==> src/sv/nlss_pkg.sv <==
// nlss_pkg: shared types, letter codes and the letter decoder of the
// norwegian light suffix stemmer. No dependencies.

package nlss_pkg;

  localparam int WIN           = 7;
  localparam int CHAR_MAX_BITS = 21;

  localparam logic [0:0] REG_USE_BOKMAAL = 1'b0;
  localparam logic [0:0] REG_USE_NYNORSK = 1'b1;

  localparam logic [7:0] CH_A = 8'h61;
  localparam logic [7:0] CH_D = 8'h64;
  localparam logic [7:0] CH_E = 8'h65;
  localparam logic [7:0] CH_H = 8'h68;
  localparam logic [7:0] CH_I = 8'h69;
  localparam logic [7:0] CH_K = 8'h6B;
  localparam logic [7:0] CH_L = 8'h6C;
  localparam logic [7:0] CH_M = 8'h6D;
  localparam logic [7:0] CH_N = 8'h6E;
  localparam logic [7:0] CH_O = 8'h6F;
  localparam logic [7:0] CH_R = 8'h72;
  localparam logic [7:0] CH_S = 8'h73;
  localparam logic [7:0] CH_T = 8'h74;

  typedef enum logic [3:0] {
    LTR_A, LTR_D, LTR_E, LTR_H, LTR_I, LTR_K, LTR_L,
    LTR_M, LTR_N, LTR_O, LTR_R, LTR_S, LTR_T
  } ltr_e_t;

  localparam int LTR_NUM = 13;

  typedef logic [LTR_NUM-1:0] ltr_vec_t;
  typedef ltr_vec_t [WIN-1:0] win_t;

  typedef struct packed {
    logic shift;
    logic clr;
  } cell_ctl_t;

  function automatic ltr_vec_t ltr_decode(input logic [CHAR_MAX_BITS-1:0] c);
    ltr_vec_t f;
    f = '0;
    f[LTR_A] = (c == CHAR_MAX_BITS'(CH_A));
    f[LTR_D] = (c == CHAR_MAX_BITS'(CH_D));
    f[LTR_E] = (c == CHAR_MAX_BITS'(CH_E));
    f[LTR_H] = (c == CHAR_MAX_BITS'(CH_H));
    f[LTR_I] = (c == CHAR_MAX_BITS'(CH_I));
    f[LTR_K] = (c == CHAR_MAX_BITS'(CH_K));
    f[LTR_L] = (c == CHAR_MAX_BITS'(CH_L));
    f[LTR_M] = (c == CHAR_MAX_BITS'(CH_M));
    f[LTR_N] = (c == CHAR_MAX_BITS'(CH_N));
    f[LTR_O] = (c == CHAR_MAX_BITS'(CH_O));
    f[LTR_R] = (c == CHAR_MAX_BITS'(CH_R));
    f[LTR_S] = (c == CHAR_MAX_BITS'(CH_S));
    f[LTR_T] = (c == CHAR_MAX_BITS'(CH_T));
    return f;
  endfunction

endpackage

==> src/sv/nlss_cell.sv <==
// nlss_cell: one character slot of the tail window; shifts to its neighbour
// on each transfer, clears on a tlast transfer, and decodes its input char.
// Depends on nlss_pkg.

module nlss_cell #(
  parameter int CHAR_BITS = 16
) (
  input  logic                  clk,
  input  logic                  rst_n,
  input  nlss_pkg::cell_ctl_t   ctl,
  input  logic [CHAR_BITS-1:0]  din,
  output logic [CHAR_BITS-1:0]  dout,
  output nlss_pkg::ltr_vec_t    flags
);

  logic [CHAR_BITS-1:0] chr_r;
  logic [CHAR_BITS-1:0] chr_nxt;

  always_comb begin
    chr_nxt = chr_r;
    if (ctl.shift) begin
      chr_nxt = ctl.clr ? '0 : din;
    end
  end

  always_ff @(posedge clk) begin
    if (!rst_n) begin
      chr_r <= '0;
    end else begin
      chr_r <= chr_nxt;
    end
  end

  assign dout  = chr_r;
  assign flags = nlss_pkg::ltr_decode(nlss_pkg::CHAR_MAX_BITS'(din));

endmodule

==> src/sv/nlss_rules.sv <==
// nlss_rules: suffix rule priority logic over the decoded tail window.
// Depends on nlss_pkg.

module nlss_rules #(
  parameter int LEN_W = 8
) (
  input  nlss_pkg::win_t     win,
  input  logic [LEN_W-1:0]   len,
  input  logic               bm,
  input  logic               nn,
  output logic [7:0]         stem
);

  localparam int XW = (LEN_W > 8) ? LEN_W : 8;

  typedef nlss_pkg::ltr_vec_t [5:0] sfx_win_t;

  function automatic logic e2(input sfx_win_t w, input nlss_pkg::ltr_e_t a, b);
    return w[1][a] & w[0][b];
  endfunction

  function automatic logic e3(input sfx_win_t w, input nlss_pkg::ltr_e_t a, b, c);
    return w[2][a] & e2(w, b, c);
  endfunction

  function automatic logic e4(input sfx_win_t w, input nlss_pkg::ltr_e_t a, b, c, d);
    return w[3][a] & e3(w, b, c, d);
  endfunction

  function automatic logic e5(input sfx_win_t w,
                              input nlss_pkg::ltr_e_t a, b, c, d, e);
    return w[4][a] & e4(w, b, c, d, e);
  endfunction

  function automatic logic e6(input sfx_win_t w,
                              input nlss_pkg::ltr_e_t a, b, c, d, e, f);
    return w[5][a] & e5(w, b, c, d, e, f);
  endfunction

  logic             poss;
  logic [LEN_W-1:0] len_a;
  sfx_win_t         sw;
  logic [2:0]       cut;
  logic [LEN_W-1:0] res;
  logic [XW-1:0]    res_x;

  always_comb begin
    poss  = (len > LEN_W'(4)) && win[0][nlss_pkg::LTR_S];
    len_a = len - LEN_W'(poss);
    for (int i = 0; i < 6; i++) begin
      sw[i] = poss ? win[i+1] : win[i];
    end

    priority if (len_a > LEN_W'(7) &&
                 ((bm && e5(sw, nlss_pkg::LTR_H, nlss_pkg::LTR_E, nlss_pkg::LTR_T,
                            nlss_pkg::LTR_E, nlss_pkg::LTR_R)) ||
                  (bm && e5(sw, nlss_pkg::LTR_H, nlss_pkg::LTR_E, nlss_pkg::LTR_T,
                            nlss_pkg::LTR_E, nlss_pkg::LTR_N)) ||
                  (nn && e5(sw, nlss_pkg::LTR_H, nlss_pkg::LTR_E, nlss_pkg::LTR_I,
                            nlss_pkg::LTR_T, nlss_pkg::LTR_A)))) begin
      cut = 3'd5;
    end else if (len_a > LEN_W'(8) && nn &&
                 (e6(sw, nlss_pkg::LTR_H, nlss_pkg::LTR_E, nlss_pkg::LTR_I,
                     nlss_pkg::LTR_T, nlss_pkg::LTR_E, nlss_pkg::LTR_R) ||
                  e6(sw, nlss_pkg::LTR_L, nlss_pkg::LTR_E, nlss_pkg::LTR_I,
                     nlss_pkg::LTR_K, nlss_pkg::LTR_E, nlss_pkg::LTR_N) ||
                  e6(sw, nlss_pkg::LTR_L, nlss_pkg::LTR_E, nlss_pkg::LTR_I,
                     nlss_pkg::LTR_K, nlss_pkg::LTR_A, nlss_pkg::LTR_R))) begin
      cut = 3'd6;
    end else if (len_a > LEN_W'(5) &&
                 (e3(sw, nlss_pkg::LTR_D, nlss_pkg::LTR_O, nlss_pkg::LTR_M) ||
                  (bm && e3(sw, nlss_pkg::LTR_H, nlss_pkg::LTR_E, nlss_pkg::LTR_T)))) begin
      cut = 3'd3;
    end else if (len_a > LEN_W'(6) && nn &&
                 (e4(sw, nlss_pkg::LTR_H, nlss_pkg::LTR_E, nlss_pkg::LTR_I,
                     nlss_pkg::LTR_T) ||
                  e4(sw, nlss_pkg::LTR_S, nlss_pkg::LTR_E, nlss_pkg::LTR_M,
                     nlss_pkg::LTR_D) ||
                  e4(sw, nlss_pkg::LTR_L, nlss_pkg::LTR_E, nlss_pkg::LTR_I,
                     nlss_pkg::LTR_K))) begin
      cut = 3'd4;
    end else if (len_a > LEN_W'(7) &&
                 (e5(sw, nlss_pkg::LTR_E, nlss_pkg::LTR_L, nlss_pkg::LTR_S,
                     nlss_pkg::LTR_E, nlss_pkg::LTR_R) ||
                  e5(sw, nlss_pkg::LTR_E, nlss_pkg::LTR_L, nlss_pkg::LTR_S,
                     nlss_pkg::LTR_E, nlss_pkg::LTR_N))) begin
      cut = 3'd5;
    end else if (len_a > LEN_W'(6) &&
                 ((bm && e4(sw, nlss_pkg::LTR_E, nlss_pkg::LTR_N, nlss_pkg::LTR_D,
                            nlss_pkg::LTR_E)) ||
                  (nn && e4(sw, nlss_pkg::LTR_A, nlss_pkg::LTR_N, nlss_pkg::LTR_D,
                            nlss_pkg::LTR_E)) ||
                  e4(sw, nlss_pkg::LTR_E, nlss_pkg::LTR_L, nlss_pkg::LTR_S,
                     nlss_pkg::LTR_E) ||
                  (bm && e4(sw, nlss_pkg::LTR_E, nlss_pkg::LTR_S, nlss_pkg::LTR_T,
                            nlss_pkg::LTR_E)) ||
                  (nn && e4(sw, nlss_pkg::LTR_A, nlss_pkg::LTR_S, nlss_pkg::LTR_T,
                            nlss_pkg::LTR_E)) ||
                  (bm && e4(sw, nlss_pkg::LTR_E, nlss_pkg::LTR_R, nlss_pkg::LTR_E,
                            nlss_pkg::LTR_N)) ||
                  (nn && e4(sw, nlss_pkg::LTR_A, nlss_pkg::LTR_R, nlss_pkg::LTR_E,
                            nlss_pkg::LTR_N)))) begin
      cut = 3'd4;
    end else if (len_a > LEN_W'(5) &&
                 ((bm && e3(sw, nlss_pkg::LTR_E, nlss_pkg::LTR_R, nlss_pkg::LTR_E)) ||
                  (nn && e3(sw, nlss_pkg::LTR_A, nlss_pkg::LTR_R, nlss_pkg::LTR_E)) ||
                  (bm && e3(sw, nlss_pkg::LTR_E, nlss_pkg::LTR_S, nlss_pkg::LTR_T)) ||
                  (nn && e3(sw, nlss_pkg::LTR_A, nlss_pkg::LTR_S, nlss_pkg::LTR_T)) ||
                  e3(sw, nlss_pkg::LTR_E, nlss_pkg::LTR_N, nlss_pkg::LTR_E) ||
                  (nn && e3(sw, nlss_pkg::LTR_A, nlss_pkg::LTR_N, nlss_pkg::LTR_E)))) begin
      cut = 3'd3;
    end else if (len_a > LEN_W'(4) &&
                 (e2(sw, nlss_pkg::LTR_E, nlss_pkg::LTR_R) ||
                  e2(sw, nlss_pkg::LTR_E, nlss_pkg::LTR_N) ||
                  e2(sw, nlss_pkg::LTR_E, nlss_pkg::LTR_T) ||
                  (nn && e2(sw, nlss_pkg::LTR_A, nlss_pkg::LTR_R)) ||
                  (bm && e2(sw, nlss_pkg::LTR_S, nlss_pkg::LTR_T)) ||
                  e2(sw, nlss_pkg::LTR_T, nlss_pkg::LTR_E))) begin
      cut = 3'd2;
    end else if (len_a > LEN_W'(3) &&
                 (sw[0][nlss_pkg::LTR_A] || sw[0][nlss_pkg::LTR_E] ||
                  sw[0][nlss_pkg::LTR_N])) begin
      cut = 3'd1;
    end else begin
      cut = 3'd0;
    end

    res   = len_a - LEN_W'(cut);
    res_x = XW'(res);
    stem  = (res_x > XW'(255)) ? 8'hFF : res_x[7:0];
  end

endmodule

==> src/sv/norwegian_light_suffix_stemmer.sv <==
// norwegian_light_suffix_stemmer: top level; seven-cell character window,
// length counter, rule logic and output register.
// Depends on nlss_pkg, nlss_cell and nlss_rules.

// One character is transferred per clock cycle, back to back, as long as the
// output register is empty or being drained. The stem length of a word is
// offered by the output register in the cycle after the transfer of its last
// character (tlast high); the rules are evaluated on the characters entering
// the seven cells in the cycle of that transfer. Characters without tlast
// give no result. Words longer than MAX_WORD_LEN keep the saturated count and
// raise too_long. The language register bits are sampled on the transfer of
// the last character and should only be written between words.

module norwegian_light_suffix_stemmer #(
  parameter int MAX_WORD_LEN = 255,
  parameter int CHAR_BITS    = 16
) (
  input  logic        clk,
  input  logic        rst_n,
  input  logic        in_tvalid,
  output logic        in_tready,
  input  logic [15:0] in_tdata,   // char_code[15:0]
  input  logic        in_tlast,   // last_char
  output logic        out_tvalid,
  input  logic        out_tready,
  output logic [7:0]  out_tdata,  // stem_length[7:0]
  output logic        out_tuser,  // too_long
  input  logic        cfg_we,
  input  logic [0:0]  cfg_addr,
  input  logic [0:0]  cfg_wdata
);

  localparam int LEN_W = $clog2(MAX_WORD_LEN + 1);
  localparam int WIN   = nlss_pkg::WIN;

  logic                 bm_r;
  logic                 nn_r;
  logic [LEN_W-1:0]     cnt_r;
  logic [LEN_W-1:0]     cnt_nxt;
  logic                 ovf_r;
  logic                 ovf_nxt;
  logic                 out_valid_r;
  logic [7:0]           out_stem_r;
  logic                 out_long_r;
  logic                 in_xfer;
  logic [CHAR_BITS-1:0] ch;
  logic [CHAR_BITS-1:0] chain [WIN];
  nlss_pkg::win_t       win;
  nlss_pkg::cell_ctl_t  ctl;
  logic [7:0]           stem;

  assign in_tready = !out_valid_r || out_tready;
  assign in_xfer   = in_tvalid && in_tready;
  assign ch        = CHAR_BITS'(in_tdata);
  assign ctl.shift = in_xfer;
  assign ctl.clr   = in_tlast;

  for (genvar i = 0; i < WIN; i++) begin : g_cell
    nlss_cell #(.CHAR_BITS(CHAR_BITS)) u_cell (
      .clk   (clk),
      .rst_n (rst_n),
      .ctl   (ctl),
      .din   ((i == 0) ? ch : chain[(i == 0) ? 0 : i-1]),
      .dout  (chain[i]),
      .flags (win[i])
    );
  end

  always_comb begin
    if (cnt_r >= LEN_W'(MAX_WORD_LEN)) begin
      cnt_nxt = LEN_W'(MAX_WORD_LEN);
      ovf_nxt = 1'b1;
    end else begin
      cnt_nxt = cnt_r + LEN_W'(1);
      ovf_nxt = ovf_r;
    end
  end

  nlss_rules #(.LEN_W(LEN_W)) u_rules (
    .win  (win),
    .len  (cnt_nxt),
    .bm   (bm_r),
    .nn   (nn_r),
    .stem (stem)
  );

  always_ff @(posedge clk) begin
    if (!rst_n) begin
      bm_r        <= 1'b1;
      nn_r        <= 1'b0;
      cnt_r       <= '0;
      ovf_r       <= 1'b0;
      out_valid_r <= 1'b0;
    end else begin
      if (cfg_we) begin
        unique case (cfg_addr)
          nlss_pkg::REG_USE_BOKMAAL: bm_r <= cfg_wdata[0];
          nlss_pkg::REG_USE_NYNORSK: nn_r <= cfg_wdata[0];
          default: ;
        endcase
      end
      if (in_xfer) begin
        cnt_r <= in_tlast ? '0 : cnt_nxt;
        ovf_r <= in_tlast ? 1'b0 : ovf_nxt;
      end
      if (in_xfer && in_tlast) begin
        out_valid_r <= 1'b1;
      end else if (out_tready) begin
        out_valid_r <= 1'b0;
      end
    end
  end

  always_ff @(posedge clk) begin
    if (in_xfer && in_tlast) begin
      out_stem_r <= stem;
      out_long_r <= ovf_nxt;
    end
  end

  assign out_tvalid = out_valid_r;
  assign out_tdata  = out_stem_r;
  assign out_tuser  = out_long_r;

endmodule

==> config.mk <==
export PLATFORM = sky130hd
export DESIGN_NAME = norwegian_light_suffix_stemmer
export DESIGN_NICKNAME = d
export VERILOG_FILES = /design/src/sv/nlss_pkg.sv /design/src/sv/nlss_cell.sv /design/src/sv/nlss_rules.sv /design/src/sv/norwegian_light_suffix_stemmer.sv
export SDC_FILE = /design/constraint.sdc
export NUM_CORES = 1
export LEC_CHECK = 0
export BUFFER_PORTS_ARGS = -buffer_cell sky130_fd_sc_hd__clkbuf_2
export CAP_MARGIN = 0
export CELL_PAD_IN_SITES_DETAIL_PLACEMENT = 1
export CELL_PAD_IN_SITES_GLOBAL_PLACEMENT = 2
export CORE_MARGIN = 2
export CORE_UTILIZATION = 40
export DETAILED_ROUTE_END_ITERATION = 10
export PLACE_DENSITY = 0.91
export SLEW_MARGIN = 0
export SYNTH_ARGS = -nofsm -noshare
export SYNTH_HDL_FRONTEND = slang
export SYNTH_HIERARCHICAL = 1
export SYNTH_SLANG_ARGS = --single-unit
==> constraint.sdc <==
create_clock -name clk -period 10.1 [get_ports clk]
set_input_delay 2.525 -clock clk [delete_from_list [all_inputs] [get_ports clk]]
set_output_delay 2.525 -clock clk [all_outputs]
set_load 0.02 [all_outputs]
==> out/summary.txt <==
Status - finished clean
Post-CTS setup repair buffer count - 0
Pwr dens - 138 nW/um^2
Slew @ Worst Pin - 1.17 ns
Via-to-Cell Ratio - 5.82
Type of the worst min-delay path - reg -> reg
Max capacitance violation total - 0
Filler cell count in the final layout - 2196
Yosys warnings - 6
Final-layout worst hold slack - 0.481 ns
Ant. Diodes - 0
Pre-Repair DR Iteration Count - 5
Final worst path period share - 78.5%
Largest net degree at the start of global routing - 116
Clock-pin slew on the worst setup and hold paths - 0.06 ns
IO Port Bufs - 34
Global-route total usage across every layer - 20.1%
Iteration-0 DRC count of the detailed router - 432
Cell type of the slowest stage on the worst timing path - or4_4
Final setup fails - 0
IO Pins - 35
Total CTS buffers - 17
Achievable clock frequency - 0.126 GHz
CTS tree - yes
Initial antenna violation count - 0
Horizontal extent of the die - 143 um
Count of standard-cell rows - 50
Critical path, cell by cell - clkbuf_2 > or4_4 > nor4_1 > inv_1 > a31oi_2 > buf_4 > ha_1 > ha_1 > or3b_1 > o31ai_2 > nand4_1 > or3_1 > o221a_4 > nor4_1 > o21ai_1 > ha_1 > fa_1 > nor2b_1 > nor3_1 > a21oi_1 > nor2_1 > xor2_1
Nets in the synthesized netlist - 895
Final hold viol count - 0
Area of the placeable core - 18800 um^2
Setup CP Type - in -> reg
Biggest cell delay along the critical path - 0.62 ns
Type of origin of the critical path - input port
PnR Total Power - 1160 uW
Worst Clk Skew - 0.00844 ns
Total overflow reported by the global router - 0
Most common cell after layout, fill and taps aside - dfxtp_1
Cell type with the highest occurrence count on the critical path - ha_1
Final-report max-slew violation count - 0
Antenna violation net count after detailed routing - 0
Fraction of layout cells with a size suffix above 1 - 14.5%
Remaining routing DRC violations - 0
Effective utilization at floorplan - 41.1%
Number of global-route vias before repair - 6335
Final WL - 19700 um
PostCTS Resize Cnt - 0
Leakage power of the design - 0.00250 uW
Per-instance average area after synthesis - 8.97 um^2
Mapped Cells - 864
Die boundary height - 143 um
Num Clock Sinks - 117
Setup repair after global routing missed its margin - false
Final layout net count - 861
Wire length of the first global-routing pass - 33100 um
DR vias - 6424
Critical path data arrival time - 8.09 ns
Final critical path time including I/O delays and setup - 7.93 ns
VDD IR max - 147 uV
Endpoint class of the critical path - flop
Worst skew pair latency - 0.42 ns
H-tree depth reported by CTS - 4
Critical path required time - 10.26 ns
Clock Root Buffer - clkbuf_16
Die Area - 20500 um^2
Maximum number of buffers from clock root to sink - 2
Most frequent cells in the layout - 108 x dfxtp_1, 100 x nand2b_1, 99 x a21boi_0
Synth-to-layout area growth - 8.04%
Final weighted congestion of routability-driven global placement - 0.865
Critical Path Fanout Max - 35
Tightest slew margin relative to the limit - 21.0%
Post-CTS Hold Buffers - 0
Netlist area before placement - 7750 um^2
Setup Total Neg Slack - 0 ns
Per-cell routed wire length - 17.8 um
Post-detailed-placement half-perimeter wirelength - 12900 um
==> where the power goes <==
part	leakage, uW	total (uW)	internal (uW)	switching [uW]
clock network	0.000284	596	361	236
logic	0.00126	82.0	35.1	46.9
registers	0.000957	481	474	6.99
==> sequential cells by signal (all words and copies together), names as in the netlist <==
name,cells
bm_r,1
cnt_r,8
g_cell.u_cell/dout,96
nn_r,1
out_tdata,8
out_tuser,1
out_tvalid,1
ovf_r,1
==> layer usage <==
| metal | vias up | track usage [%] | part of all wire, % |
|---|---|---|---|
| li1 | 3171 | - | - |
| met1 | 3164 | 27.4 | 49 |
| met2 | 74 | 32.2 | 48 |
| met3 | 15 | 3.12 | 2.5 |
| met4 | 0 | 7.24 | 1.3 |
| met5 | - | 0 | 0 |
==> through the flow <==
step / std cells / setup WS, ns / utilization [%] / area (um^2)
6_report: 1103 / 2.17 / 44.5 / 8370
5_1_grt: 1103 / 1.82 / 44.5 / 8370
4_1_cts: 1103 / 2.26 / 44.5 / 8370
3_5_place_dp: 1071 / 1.83 / 41.4 / 7790
3_3_place_gp: 1071 / 2.05 / 41.4 / 7790
2_1_floorplan: 864 / 1.99 / - / 7750
==> final cells by class <==
class,count,area [um^2],area share (%)
Multi-Input combinational cell,639,4750,56.8
Sequential cell,117,2430,29.1
Clock buffer,20,467,5.58
Tap cell,260,325,3.89
Timing Repair Buffer,41,223,2.66
Clock inverter,12,116,1.39
Inverter,14,52.6,0.628
==> worst max-delay path, delay by kind of cell <==
kind	cells	cell delay [ns]
compound gates	5	0.93
fa+ha+maj	4	1.12
buf+inv	3	0.55
xor+xnor	1	0.17
simple gates	9	2.78
==> final timing paths <==
kind                            startpoint                  endpoint  slack, ns  cells after the start
hold reg to reg   g_cell[5].u_cell/dout[7]  g_cell[5].u_cell/dout[7]       0.48                      2
setup reg to reg                  cnt_r[4]              out_tdata[6]       3.36                     22
hold / removal    g_cell[5].u_cell/dout[7]  g_cell[5].u_cell/dout[7]       0.48                      2
setup / recovery               in_tdata[9]              out_tdata[6]       2.17                     22
Note: power is estimated with default switching activity, not from simulation.
